<file path="src/rtl/fjsl_pkg.sv">
`timescale 1ns / 1ps

package fjsl_pkg;

    localparam int JOINTS_DEFAULT = 18;

    localparam int ANGLE_W = 24;
    localparam int DIFF_W  = ANGLE_W + 1;
    localparam int REG_W   = 23;
    localparam int JOINT_W = 5;
    localparam int KIND_W  = 2;
    localparam int APB_DATA_W = 32;
    localparam int APB_ADDR_W = 3;

    localparam logic [REG_W-1:0] STEP_LIMIT_RESET     = 23'd1464;
    localparam logic [REG_W-1:0] DONE_THRESHOLD_RESET = 23'd91506;

    localparam logic [KIND_W-1:0] KIND_TARGET = 2'd0;
    localparam logic [KIND_W-1:0] KIND_START  = 2'd1;
    localparam logic [KIND_W-1:0] KIND_PRESET = 2'd2;

    localparam logic REG_STEP_LIMIT     = 1'b0;
    localparam logic REG_DONE_THRESHOLD = 1'b1;

    typedef struct packed {
        logic [KIND_W-1:0]         kind;
        logic [JOINT_W-1:0]        joint;
        logic signed [ANGLE_W-1:0] angle;
        logic                      last;
    } item_t;

    typedef struct packed {
        logic [JOINT_W-1:0]        out_joint;
        logic signed [ANGLE_W-1:0] command;
        logic                      fading;
    } result_t;

    typedef struct packed {
        logic [REG_W-1:0] step_limit;
        logic [REG_W-1:0] done_threshold;
    } cfg_t;

    typedef struct packed {
        logic                      emit;
        logic                      write_cmd;
        logic signed [ANGLE_W-1:0] cmd;
        logic                      fade;
        logic [DIFF_W-1:0]         largest;
    } upd_t;

endpackage

</file>
<file path="src/rtl/joint_fade_slew_limiter.sv">
`timescale 1ns / 1ps

// Slew-rate limited fade-in of joint commands.
// Item channel (item_valid / item_stall / item): one beat per joint target,
// start-fading marker or preset of a joint's commanded angle.
// Result channel (result_valid / result_stall / result): one beat for each
// accepted joint target with an in-range joint index; other beats give none.
// Throughput: one item per cycle while item_stall is low. Each item is captured
// in an input register and resolved from there by a single pass through the
// per-joint angle table, clamp and compare. That pass loads a target's result
// into the result register, from which the result beat is then offered.
// When result_stall holds a waiting result, one further item is still taken
// into the input register; item_stall rises only when that item would need
// the occupied result register. Start and preset items never wait on it.
// The APB port holds step_limit (0x0) and done_threshold (0x4); pready is
// always high. Write them only while the block is idle.
// Reset clears every commanded angle to zero, sets fading, clears the
// running maximum and empties both registers; items are taken right after.
module joint_fade_slew_limiter
#(
    parameter int JOINTS = fjsl_pkg::JOINTS_DEFAULT
)
(
    input  logic                              clk,
    input  logic                              rst_n,
    input  logic                              item_valid,
    output logic                              item_stall,
    input  fjsl_pkg::item_t                   item,
    output logic                              result_valid,
    input  logic                              result_stall,
    output fjsl_pkg::result_t                 result,
    input  logic                              psel,
    input  logic                              penable,
    input  logic                              pwrite,
    input  logic [fjsl_pkg::APB_ADDR_W-1:0]   paddr,
    input  logic [fjsl_pkg::APB_DATA_W-1:0]   pwdata,
    output logic [fjsl_pkg::APB_DATA_W-1:0]   prdata,
    output logic                              pready
);
    import fjsl_pkg::*;

    localparam int JIDX_W = (JOINTS > 1) ? $clog2(JOINTS) : 1;

    cfg_t                       cfg;
    upd_t                       upd;

    item_t                      item_reg;
    logic                       item_valid_reg;
    result_t                    result_reg;
    logic                       result_valid_reg;
    logic signed [ANGLE_W-1:0]  cmd_reg [JOINTS];
    logic                       fade_reg;
    logic [DIFF_W-1:0]          largest_reg;

    logic                       in_range;
    logic [JIDX_W-1:0]          idx;
    logic signed [ANGLE_W-1:0]  cur_cmd;
    logic                       out_free;
    logic                       proc_fire;
    logic                       result_valid_next;

    fjsl_apb_regs u_regs
    (
        .clk     (clk),
        .rst_n   (rst_n),
        .psel    (psel),
        .penable (penable),
        .pwrite  (pwrite),
        .paddr   (paddr),
        .pwdata  (pwdata),
        .prdata  (prdata),
        .pready  (pready),
        .cfg     (cfg)
    );

    assign in_range = (32'(item_reg.joint) < 32'(JOINTS));
    assign idx      = JIDX_W'(item_reg.joint);
    assign cur_cmd  = in_range ? cmd_reg[idx] : '0;

    fjsl_update u_update
    (
        .item     (item_reg),
        .in_range (in_range),
        .cur_cmd  (cur_cmd),
        .fade     (fade_reg),
        .largest  (largest_reg),
        .cfg      (cfg),
        .upd      (upd)
    );

    assign out_free   = !result_valid_reg || !result_stall;
    assign proc_fire  = item_valid_reg && (out_free || !upd.emit);
    assign item_stall = item_valid_reg && !proc_fire;

    always_comb
    begin
        if (proc_fire && upd.emit)
        begin
            result_valid_next = 1'b1;
        end
        else
        begin
            result_valid_next = result_valid_reg && result_stall;
        end
    end

    always_ff @(posedge clk or negedge rst_n)
    begin
        if (!rst_n)
        begin
            item_valid_reg   <= 1'b0;
            result_valid_reg <= 1'b0;
            fade_reg         <= 1'b1;
            largest_reg      <= '0;
            for (int i = 0; i < JOINTS; i++)
            begin
                cmd_reg[i] <= '0;
            end
        end
        else
        begin
            if (!item_stall)
            begin
                item_valid_reg <= item_valid;
            end
            result_valid_reg <= result_valid_next;
            if (proc_fire)
            begin
                fade_reg    <= upd.fade;
                largest_reg <= upd.largest;
                if (upd.write_cmd)
                begin
                    cmd_reg[idx] <= upd.cmd;
                end
            end
        end
    end

    always_ff @(posedge clk)
    begin
        if (!item_stall && item_valid)
        begin
            item_reg <= item;
        end
        if (proc_fire && upd.emit)
        begin
            result_reg.out_joint <= item_reg.joint;
            result_reg.command   <= upd.cmd;
            result_reg.fading    <= upd.fade;
        end
    end

    assign result_valid = result_valid_reg;
    assign result       = result_reg;

endmodule

</file>
<file path="src/rtl/fjsl_apb_regs.sv">
`timescale 1ns / 1ps

module fjsl_apb_regs
(
    input  logic                              clk,
    input  logic                              rst_n,
    input  logic                              psel,
    input  logic                              penable,
    input  logic                              pwrite,
    input  logic [fjsl_pkg::APB_ADDR_W-1:0]   paddr,
    input  logic [fjsl_pkg::APB_DATA_W-1:0]   pwdata,
    output logic [fjsl_pkg::APB_DATA_W-1:0]   prdata,
    output logic                              pready,
    output fjsl_pkg::cfg_t                    cfg
);
    import fjsl_pkg::*;

    logic [REG_W-1:0] step_limit_reg;
    logic [REG_W-1:0] done_threshold_reg;
    logic             wr_en;
    logic             sel;

    assign sel    = paddr[2];
    assign wr_en  = psel && penable && pwrite;
    assign pready = 1'b1;

    always_ff @(posedge clk or negedge rst_n)
    begin
        if (!rst_n)
        begin
            step_limit_reg     <= STEP_LIMIT_RESET;
            done_threshold_reg <= DONE_THRESHOLD_RESET;
        end
        else if (wr_en)
        begin
            if (sel == REG_STEP_LIMIT)
            begin
                step_limit_reg <= pwdata[REG_W-1:0];
            end
            else
            begin
                done_threshold_reg <= pwdata[REG_W-1:0];
            end
        end
    end

    always_comb
    begin
        if (sel == REG_DONE_THRESHOLD)
        begin
            prdata = APB_DATA_W'(done_threshold_reg);
        end
        else
        begin
            prdata = APB_DATA_W'(step_limit_reg);
        end
    end

    assign cfg.step_limit     = step_limit_reg;
    assign cfg.done_threshold = done_threshold_reg;

endmodule

</file>
<file path="src/rtl/fjsl_update.sv">
`timescale 1ns / 1ps

module fjsl_update
(
    input  fjsl_pkg::item_t                          item,
    input  logic                                     in_range,
    input  logic signed [fjsl_pkg::ANGLE_W-1:0]      cur_cmd,
    input  logic                                     fade,
    input  logic [fjsl_pkg::DIFF_W-1:0]              largest,
    input  fjsl_pkg::cfg_t                           cfg,
    output fjsl_pkg::upd_t                           upd
);
    import fjsl_pkg::*;

    logic signed [DIFF_W-1:0]   diff;
    logic [DIFF_W-1:0]          mag;
    logic signed [DIFF_W:0]     diff_x;
    logic signed [DIFF_W:0]     lim_pos;
    logic signed [DIFF_W:0]     lim_neg;
    logic signed [DIFF_W:0]     step;
    logic signed [DIFF_W:0]     sum;
    logic [DIFF_W-1:0]          max_new;
    logic signed [ANGLE_W-1:0]  cmd_new;
    logic                       fade_new;

    always_comb
    begin
        diff    = DIFF_W'(item.angle) - DIFF_W'(cur_cmd);
        mag     = diff[DIFF_W-1] ? DIFF_W'(-diff) : DIFF_W'(diff);
        diff_x  = (DIFF_W+1)'(diff);
        lim_pos = signed'({3'b000, cfg.step_limit});
        lim_neg = -lim_pos;
        priority if (diff_x > lim_pos)
        begin
            step = lim_pos;
        end
        else if (diff_x < lim_neg)
        begin
            step = lim_neg;
        end
        else
        begin
            step = diff_x;
        end
        sum = (DIFF_W+1)'(cur_cmd) + step;

        max_new  = largest;
        fade_new = fade;
        if (fade)
        begin
            cmd_new = sum[ANGLE_W-1:0];
            if (mag > largest)
            begin
                max_new = mag;
            end
        end
        else
        begin
            cmd_new = item.angle;
        end
        if (item.last)
        begin
            if (fade && (max_new < DIFF_W'(cfg.done_threshold)))
            begin
                fade_new = 1'b0;
            end
            max_new = '0;
        end

        upd.emit      = 1'b0;
        upd.write_cmd = 1'b0;
        upd.cmd       = cmd_new;
        upd.fade      = fade;
        upd.largest   = largest;
        unique case (item.kind)
            KIND_START:
            begin
                upd.fade    = 1'b1;
                upd.largest = '0;
            end
            KIND_PRESET:
            begin
                if (in_range)
                begin
                    upd.write_cmd = 1'b1;
                    upd.cmd       = item.angle;
                end
            end
            KIND_TARGET:
            begin
                if (in_range)
                begin
                    upd.emit      = 1'b1;
                    upd.write_cmd = 1'b1;
                    upd.fade      = fade_new;
                    upd.largest   = max_new;
                end
            end
            default:
            begin
                upd.emit = 1'b0;
            end
        endcase
    end

endmodule
</file>
<file path="config.mk">
export PLATFORM = sky130hd
export DESIGN_NAME = joint_fade_slew_limiter
export DESIGN_NICKNAME = d
export VERILOG_FILES = /design/src/rtl/fjsl_pkg.sv /design/src/rtl/joint_fade_slew_limiter.sv /design/src/rtl/fjsl_apb_regs.sv /design/src/rtl/fjsl_update.sv
export SDC_FILE = /design/constraint.sdc
export NUM_CORES = 1
export LEC_CHECK = 0
export ABC_CLOCK_PERIOD_IN_PS = 11380
export BUFFER_PORTS_ARGS = -buffer_cell sky130_fd_sc_hd__buf_4
export CAP_MARGIN = 30
export CORE_ASPECT_RATIO = 1.25
export CORE_MARGIN = 5
export CORE_UTILIZATION = 24
export DETAILED_ROUTE_END_ITERATION = 7
export PLACE_DENSITY_LB_ADDON = 0.08
export SLEW_MARGIN = 30
export SYNTH_ARGS = -nofsm -noshare
export SYNTH_HDL_FRONTEND = slang
export SYNTH_SLANG_ARGS = --single-unit
</file>
<file path="constraint.sdc">
create_clock -name clk -period 11.38 [get_ports clk]
set_input_delay 0.569 -clock clk [delete_from_list [all_inputs] [get_ports clk]]
set_output_delay 0.569 -clock clk [all_outputs]
set_load 0.01 [all_outputs]
</file>
==> flow_summary.yaml, run 1 <==
global_route:
  first_global_vias: 25419
  grt_antenna_before_repair: 4
  grt_usage: 0.168
  grt_max_degree: 161
  grt_first_pass_wirelength_um: 176000
  grt_overflow_total: 0
detailed_routing:
  drtIter0Drc: 1408
  drtAntennaViolNets: 0
  routed_wl_um: 120000
  first_pass_iters: 5
  vias: 24795
  drc: 0
  wire_per_inst_um: 23.1
  routed_via_density: 4.79
power:
  power_frac_seq: 0.325
  swShare: 0.386
  pwr-share-clk: 0.300
  p_sw_mw: 3.17
  pwr-share-comb: 0.375
  p_int_mw: 5.04
  p_total_mw: 8.21
  vdd_drop_max_mv: 0.103
  powerDensity_nw_per_um2: 217
  p_leak_nw: 16.2
sta:
  rsz0062_at_grt: "false"
  fin_crit_ns: 10.51
  setup_tns_ns: 0
  min_period_over_period: 0.923
  slew_violations: 0
  finalClockSkew_ns: 0.0332
  holdWs_ns: 0.0854
  hold_viol_final: 0
  relSlewSlack: 0.395
  setup_violations: 0
  worstMarginPinSlew_ns: 0.906
  max_freq_mhz: 95.2
logic_synthesis:
  netlist_area_sq_um: 31900
  synth-main-ff-cell: "dfrtp_1"
  ys_warn_count: 0
  synth_top_area_share: 0.385
  synthCells: 3294
  synth_edf_count: 62
  avgSynthCellArea_sq_um: 9.68
  yosysTopAreaCell: "dfrtp_1"
  ys_async_sr_fraction: 0.891
  yosys_register_bits: 568
  ys_seq_area_frac: 0.456
  synth_area_leaders: "dfrtp_1, o21ai_0, nand2_1, mux4_2, edfxtp_1"
  yosysUniqueCellTypes: 92
placement:
  portBuffers: 117
  hpwl_um: 82000
  place_congestion: 0.775
  placed_cells: 5040
critical_path:
  rr_worst_depth: 36
  critPathLaunchType: "register"
  path_max_fanout: 37
  critPathLaunch: "idx[0]$_DFFE_PP_"
  crit_slowest_cell: "edfxtp_1"
  required_ns: 11.93
  cp.arrival_ns: 11.05
  worstReg2RegEnd: "cmd_reg[119]$_DFFE_PN0P_"
  crit_type: "reg2reg"
  r2r-start: "idx[0]$_DFFE_PP_"
  r2r_setup_slack_ns: 0.87
  crit_family: "compound AO/OA/AOI/OAI gates"
  cp-end-kind: "register"
  crit_buf_inv: 6
  critPathMaxStageDelay_ns: 0.75
clock_tree:
  clock_latency_ns: 0.66
  cts_buffers: 73
  cts_hold_buf: 1
  ctsResizeCount: 0
  cts_setup_buffers: 0
  clock-root-buffer: "clkbuf_16"
  clockBufferDepth: 3
  cts_tree: "built"
  cts.clk_slew.worst_paths_ns: 0.06
  cts.sinks: 568
  cts_max_level: 3
finish:
  syn_to_final_growth_pct: 18.9
  stdcell_count: 5179
  fin_util: 0.287
  num-nets-final: 3601
  largest_reg_flops: 432
  nFillCells: 14062
  drive_gt1_frac: 0.181
hold_path:
  hold_depth: 1
  hold_start: "item[15]"
  min_path_type: "in2reg"
  whs_endpoint: "item_reg[15]$_DFFE_PP_"
die:
  fp.dieW_um: 336
  start_util: 0.241
  fp.dieArea_sq_um: 140000
  boundaryPins: 139
  coreArea_sq_um: 132000
  rows: 149
  dieHeight_um: 417
run_status:
  status: "finished, final reports clean"
job:
  cap_violations: 0
[logic make-up after synthesis]
kind of cell,after synthesis,synth area share
and+or+nand+nor,1022,0.141
xor gates and xnor gates,75,0.0206
AOI/OAI and AO/OA,896,0.173
muxes,199,0.103
other,2,0.000236
DFF,568,0.456
buffers and inverters,387,0.0484
adders and majority gates,145,0.0574
[worst max-delay path by stage]
stage	end	slack (ns)	cells past startpoint
2_1_floorplan	result[19]$_DFFE_PP_	1.48	38
3_3_place_gp	cmd_reg[119]$_DFFE_PN0P_	0.34	36
3_5_place_dp	cmd_reg[119]$_DFFE_PN0P_	0.57	36
4_1_cts	cmd_reg[119]$_DFFE_PN0P_	0.54	36
5_1_grt	cmd_reg[143]$_DFFE_PN0P_	0.22	41
6_report	cmd_reg[119]$_DFFE_PN0P_	0.87	36
[power by group through the flow]
stage | logic [mW] | registers (mW) | clock network, mW
floorplan | 1.98 | 2.61 | 0
global placement | 3.12 | 2.71 | 0
detailed placement | 3.12 | 2.71 | 0
CTS | 3.14 | 2.67 | 2.56
global route | 3.43 | 2.72 | 2.63
finish | 3.07 | 2.67 | 2.46
[cell usage after synthesis (all sizes together) (22+ instances only)]
cell and instances:
a21o 32, nor2 174, mux2 71, o211ai 33, a22o 35, a31oi 38, ha 143, nand4 52
mux2i 32, buf 50, dfrtp 490, nand2 590, xnor2 59, a21oi 112, edfxtp 62, o21ai 483
o2111a 23, o31ai 22, inv 143, mux4 96, clkbuf 193, nor4 38, nor3 41, nand3 27
[per-stage QoR]
step | cell area [sq um] | setup slack [ns]
2_1_floorplan | 31900 | 1.48
3_3_place_gp | 35300 | 0.336
3_5_place_dp | 35300 | 0.571
4_1_cts | 37800 | 0.541
5_1_grt | 37900 | 0.224
6_report | 37900 | 0.874
[layer usage]
metal	track usage	vias up	share of wire
met2	0.286	431	0.48
met3	0.0226	140	0.034
met4	0.0501	0	0.026
met5	0	-	0
li1	-	11984	-
met1	0.223	12240	0.46
[final cells by class]
cell class	instances	area [sq um]	area share
antenna	1	2.50	0.0000660
sequential	568	14500	0.384
tap	1736	2170	0.0573
inverter	144	541	0.0143
clock inverter	33	402	0.0106
timing repair buffer	248	2110	0.0557
clock buffer	102	2120	0.0559
multi-input combinational	2347	16000	0.422
[cell usage in the layout, fill, tap and decap left out, types with 15 or more instances in the layout]
cell type	n
nand2_1	573
a21oi_1	103
o21ai_0	470
a31oi_1	38
mux4_2	96
ha_1	143
o2111a_1	23
o31ai_1	16
o2111ai_1	20
clkbuf_16	74
mux2i_1	28
a32o_1	18
xnor2_1	59
buf_12	15
nand4_1	52
buf_4	226
o211ai_1	31
clkbuf_8	16
inv_1	143
nor4_1	36
mux2_2	71
edfxtp_1	62
nand2_2	16
nor3_1	35
nand3_1	23
dfrtp_1	490
a22o_1	35
dfstp_2	16
nor2_1	173
xor2_1	16
or3_1	20
a21o_1	32
Power figures use the tool's default switching activity.
==> inputs of run 2 (changes only) <==
- REMOVE_ABC_BUFFERS: default -> 1
- TNS_END_PERCENT: default -> 100
==> run 2 against run 1 <==
Compared with the run above:
- first-iteration DRC count increased by 0.57%
- critical endpoint is now cmd_reg[47]$_DFFE_PN0P_
- highest routed layer unchanged
- sequential cell count unchanged
- count of clock-buffer cells in the layout increased by 5
- worst hold slack got worse by 0.015 ns
- non-clock buffer count decreased by 1
- die area unchanged
- critical path type unchanged
==> flow_summary.yaml, run 2 (synthesis gave the netlist of run 1 again) <==
sta:
  fin_ws_ns: 0.985
  hold_viol_final: 0
  worstMarginPinSlew_ns: 0.998
  setup_tns_ns: 0
  max_freq_mhz: 96.2
  min_period_over_period: 0.913
  rsz0062_at_grt: "false"
  fin_crit_ns: 10.40
  finalClockSkew_ns: 0.0317
  slew_violations: 0
  setup_violations: 0
  relSlewSlack: 0.329
hold_path:
  whs_endpoint: "item_reg[9]$_DFFE_PP_"
  min_path_type: "in2reg"
  hold_start: "item[9]"
  hold_depth: 1
clock_tree:
  cts_buffers: 73
  cts_max_level: 3
  ctsResizeCount: 0
  clockBufferDepth: 3
  cts.clk_slew.worst_paths_ns: 0.06
  cts_tree: "built"
  clock-root-buffer: "clkbuf_16"
  cts.sinks: 568
  clock_latency_ns: 0.68
die:
  coreArea_sq_um: 132000
  start_util: 0.241
  fp.dieW_um: 336
  dieHeight_um: 417
  fp.dieArea_sq_um: 140000
  boundaryPins: 139
  rows: 149
finish:
  final_common_cell: "nand2_1"
  final_cell_mix: "nand2_1, dfrtp_1, o21ai_0"
  nFillCells: 14047
  num-nets-final: 3600
  design_area_sq_um: 37800
  largest_reg_flops: 432
  stdcell_count: 5176
  drive_gt1_frac: 0.176
  syn_to_final_growth_pct: 18.5
placement:
  pre_cts_ws_ns: 0.861
  placed_cells: 5032
  portBuffers: 117
  hpwl_um: 79800
  place_area_sq_um: 35200
  place_congestion: 0.791
detailed_routing:
  routed_via_density: 4.81
  vias: 24910
  wire_per_inst_um: 22.8
  routed_wl_um: 118000
  drtIter0Drc: 1416
  dr_wl_met3_um: 3960
  wl_met1_um: 52800
  drtAntennaViolNets: 0
  topRoutingLayerUsed: "met4"
  drc: 0
  first_pass_iters: 5
  met2_length_um: 58400
critical_path:
  required_ns: 11.96
  critPathLaunchType: "register"
  worstReg2RegEnd: "cmd_reg[47]$_DFFE_PN0P_"
  cp-end-kind: "register"
  crit_family: "compound AO/OA/AOI/OAI gates"
  r2r_setup_slack_ns: 0.98
  r2r-start: "idx[0]$_DFFE_PP_"
  crit_buf_inv: 7
  cp.arrival_ns: 10.98
  path_max_fanout: 37
  crit_type: "reg2reg"
  critPathMaxStageDelay_ns: 0.76
  cp_common_cell: "buf_4"
  rr_worst_depth: 39
  crit_slowest_cell: "a2111oi_0"
power:
  powerDensity_nw_per_um2: 214
  vdd_drop_max_mv: 0.111
  p_leak_nw: 16.2
  p_total_mw: 8.10
global_route:
  grt_usage: 0.166
  first_global_vias: 25654
  grt_max_degree: 140
  grt_overflow_total: 0
  grt_antenna_before_repair: 1
  grt_first_pass_wirelength_um: 175000
job:
  cap_violations: 0
run_status:
  status: "finished, final reports clean"
run 2: cell types whose count changed in the layout (fill, tap and decap cells not counted), moves of 5 or more:
cell	change
a21oi_1	+6
buf_4	-7
dlygate4sd3_1	+9
clkinv_1	-5
bufinv_16	-5
a21oi_2	-5
run 2: power breakdown:
group	internal (mW)	switching, mW	leakage [nW]
combinational	1.17	1.88	7.56
sequential	2.43	0.226	7.38
clock	1.39	0.999	1.22
run 2: routing by layer:
| metal | vias to the layer above | GRT usage |
|---|---|---|
| met5 | - | 0 |
| met4 | 0 | 0.0448 |
| met3 | 119 | 0.0190 |
| met2 | 431 | 0.290 |
| met1 | 12366 | 0.218 |
| li1 | 11994 | - |
run 2: timing repair:
item | in CTS | in global routing
setup buffers | 0 | 0
endpoints found under the hold margin | 67 | 0
hold buffers | 10 | 0
run 2: layout make-up:
type	instances	area [sq um]	share of cell area
diodes	1	2.50	0.0000662
well taps	1736	2170	0.0575
multi-input cells	2347	16000	0.423
clock inverters	26	280	0.00742
inverters	144	541	0.0143
clock buffers	107	2180	0.0576
flip-flops and latches	568	14500	0.385
repair buffers	247	2090	0.0553
run 2: stage by stage:
step | utilization | hold WS [ns]
after detailed placement | 0.267 | 0.465
after global placement | 0.267 | 0.456
final | 0.286 | 0.0707
after global routing | 0.286 | 0.0312
after CTS | 0.286 | 0.00308
after floorplan | - | 0.273
run 2: worst max path at each step:
stage                startpoint  depth (start not counted)                  endpoint
2_1_floorplan  idx[0]$_DFFE_PP_                         33  cmd_reg[167]$_DFFE_PN0P_
3_3_place_gp   idx[0]$_DFFE_PP_                         39   cmd_reg[47]$_DFFE_PN0P_
3_5_place_dp   idx[0]$_DFFE_PP_                         38   cmd_reg[47]$_DFFE_PN0P_
4_1_cts        idx[0]$_DFFE_PP_                         38   cmd_reg[47]$_DFFE_PN0P_
5_1_grt        idx[0]$_DFFE_PP_                         39   cmd_reg[47]$_DFFE_PN0P_
6_report       idx[0]$_DFFE_PP_                         39   cmd_reg[47]$_DFFE_PN0P_
==> inputs of run 3 (changes only) <==
- CORE_UTILIZATION: 24 -> 30
==> run 3 against run 2 <==
Compared with the run above:
- clock skew is 0.0049 ns higher
- combinational power is 3% lower
- worst hold slack better by 0.031 ns
- global-route usage is 2.6 points higher
- core utilization is 6.5 points higher
- non-clock buffer count is 17 lower
- first-iteration DRC count is 3.8% higher
- sequential cell count stayed put
- sequential power hardly changed
- die area is 19% lower
- register-to-register slack worse by 0.20 ns
- critical path type unchanged
==> flow_summary.yaml, run 3 (synthesis gave the netlist of run 1 again) <==
power:
  power_frac_seq: 0.339
  p_sw_mw: 2.99
  p_leak_nw: 16.0
  pwr-share-clk: 0.283
  vdd_drop_max_mv: 0.113
  pwr-share-comb: 0.378
  p_total_mw: 7.84
  swShare: 0.381
  powerDensity_nw_per_um2: 212
  p_int_mw: 4.85
sta:
  fin_crit_ns: 10.60
  min_period_over_period: 0.931
  finalClockSkew_ns: 0.0366
  fin_ws_ns: 0.782
  slew_violations: 0
  setup_tns_ns: 0
  worstMarginPinSlew_ns: 0.996
  rsz0062_at_grt: "false"
  setup_violations: 0
  holdWs_ns: 0.102
  max_freq_mhz: 94.4
  relSlewSlack: 0.334
  hold_viol_final: 0
critical_path:
  path_max_fanout: 65
  critPathMaxStageDelay_ns: 0.98
  cp.arrival_ns: 11.13
  critPathLaunchType: "register"
  crit_type: "reg2reg"
  required_ns: 11.91
  crit_slowest_cell: "edfxtp_1"
  cp-end-kind: "register"
global_route:
  gr-usage-met2: 0.329
  grt_max_degree: 181
  met1_usage: 0.256
  grt_first_pass_wirelength_um: 166000
  grt_usage: 0.192
  grt_overflow_total: 0
  first_global_vias: 25845
  grt_antenna_before_repair: 0
  grt-busiest-layer: "met2"
  met3_usage: 0.0230
placement:
  place_area_sq_um: 34700
  placed_cells: 4704
  pre_cts_ws_ns: 0.804
  portBuffers: 117
  place_congestion: 0.850
  hpwl_um: 76200
detailed_routing:
  drc: 0
  routed_wl_um: 110000
  routed_via_density: 5.24
  drtAntennaViolNets: 0
  wire_per_inst_um: 22.7
  drtIter0Drc: 1470
  vias: 25291
  first_pass_iters: 5
job:
  cap_violations: 0
clock_tree:
  cts_max_level: 3
  cts_tree: "built"
  cts.sinks: 568
  clockBufferDepth: 3
  cts.clk_slew.worst_paths_ns: 0.06
  cts_setup_buffers: 0
  cts_buffers: 68
  clock-root-buffer: "clkbuf_16"
  clock_latency_ns: 0.64
finish:
  final_common_cell: "nand2_1"
  nFillCells: 10713
  drive_gt1_frac: 0.169
  fin_util: 0.352
  multi_input_area_sq_um: 16000
  final_cell_mix: "nand2_1, dfrtp_1, o21ai_0"
  largest_reg_flops: 432
  design_area_sq_um: 37000
  num-nets-final: 3578
  antenna_cells: 0
  stdcell_count: 4830
  syn_to_final_growth_pct: 16.2
  regArea_sq_um: 14500
die:
  rows: 133
  boundaryPins: 139
  fp.dieArea_sq_um: 113000
  coreArea_sq_um: 105000
  fp.dieW_um: 302
  start_util: 0.303
  dieHeight_um: 374
run_status:
  status: "finished, final reports clean"
hold_path:
  min_path_type: "in2reg"
## run 3: cell count changes in the layout (fill, tap and decap cells not counted), moves of 2 or more
cell / delta
buf_12: -5
buf_16: +3
buf_4: -8
buf_6: +2
bufinv_16: +3
clkbuf_16: -7
clkbuf_8: -9
clkinv_1: +9
clkinv_2: -4
clkinvlp_4: +2
dlygate4sd3_1: -9
inv_4: -2
## run 3: worst max-delay path: cells and delay by family, from the launching register on
kind                     cells  cell delay (ns)
AO/OA/AOI/OAI               15             3.84
XOR/XNOR                     1             0.28
multiplexers                 1             0.18
AND/OR/NAND/NOR              8             1.99
adder cells (fa/ha/maj)      4             1.39
flip-flops                   1             0.98
buffers and inverters        8             1.78
## run 3: power groups by stage
stage	clock [mW]	combinational, mW	sequential [mW]
3_5_place_dp	0	2.98	2.70
2_1_floorplan	0	1.88	2.63
4_1_cts	2.31	3.00	2.66
5_1_grt	2.38	3.31	2.70
6_report	2.22	2.96	2.66
3_3_place_gp	0	2.93	2.68
## run 3: worst paths after layout
path                                          start                        to  slack (ns)  depth (start not counted)
max reg2reg                        idx[1]$_DFFE_PP_  cmd_reg[143]$_DFFE_PN0P_        0.78                         37
min in group asynchronous                     rst_n  cmd_reg[431]$_DFFE_PN0P_        0.52                          2
min reg2reg                cmd_reg[257]$_DFFE_PN0P_  cmd_reg[257]$_DFFE_PN0P_        0.47                          2
max                                idx[1]$_DFFE_PP_  cmd_reg[143]$_DFFE_PN0P_        0.78                         37
max in group asynchronous                     rst_n  cmd_reg[395]$_DFFE_PN0P_        8.07                          6
min                                        item[16]    item_reg[16]$_DFFE_PP_        0.10                          1
## run 3: area by class of cell
| cell class | instances | share of cell area |
|---|---|---|
| Multi-Input combinational cell | 2347 | 0.432 |
| Sequential cell | 568 | 0.393 |
| Timing Repair Buffer | 230 | 0.0525 |
| Clock buffer | 92 | 0.0508 |
| Tap cell | 1417 | 0.0479 |
| Inverter | 144 | 0.0146 |
| Clock inverter | 32 | 0.00987 |
## run 3: layer usage
layer / vias up / part of all wire
met3: 142 / 0.038
met5: - / 0
li1: 11902 / -
met4: 0 / 0.025
met1: 12664 / 0.45
met2: 583 / 0.49
## run 3: timing repair
item,CTS,global route
gates resized for setup,0,0
hold buffers,1,0
hold endpoints to repair,81,0
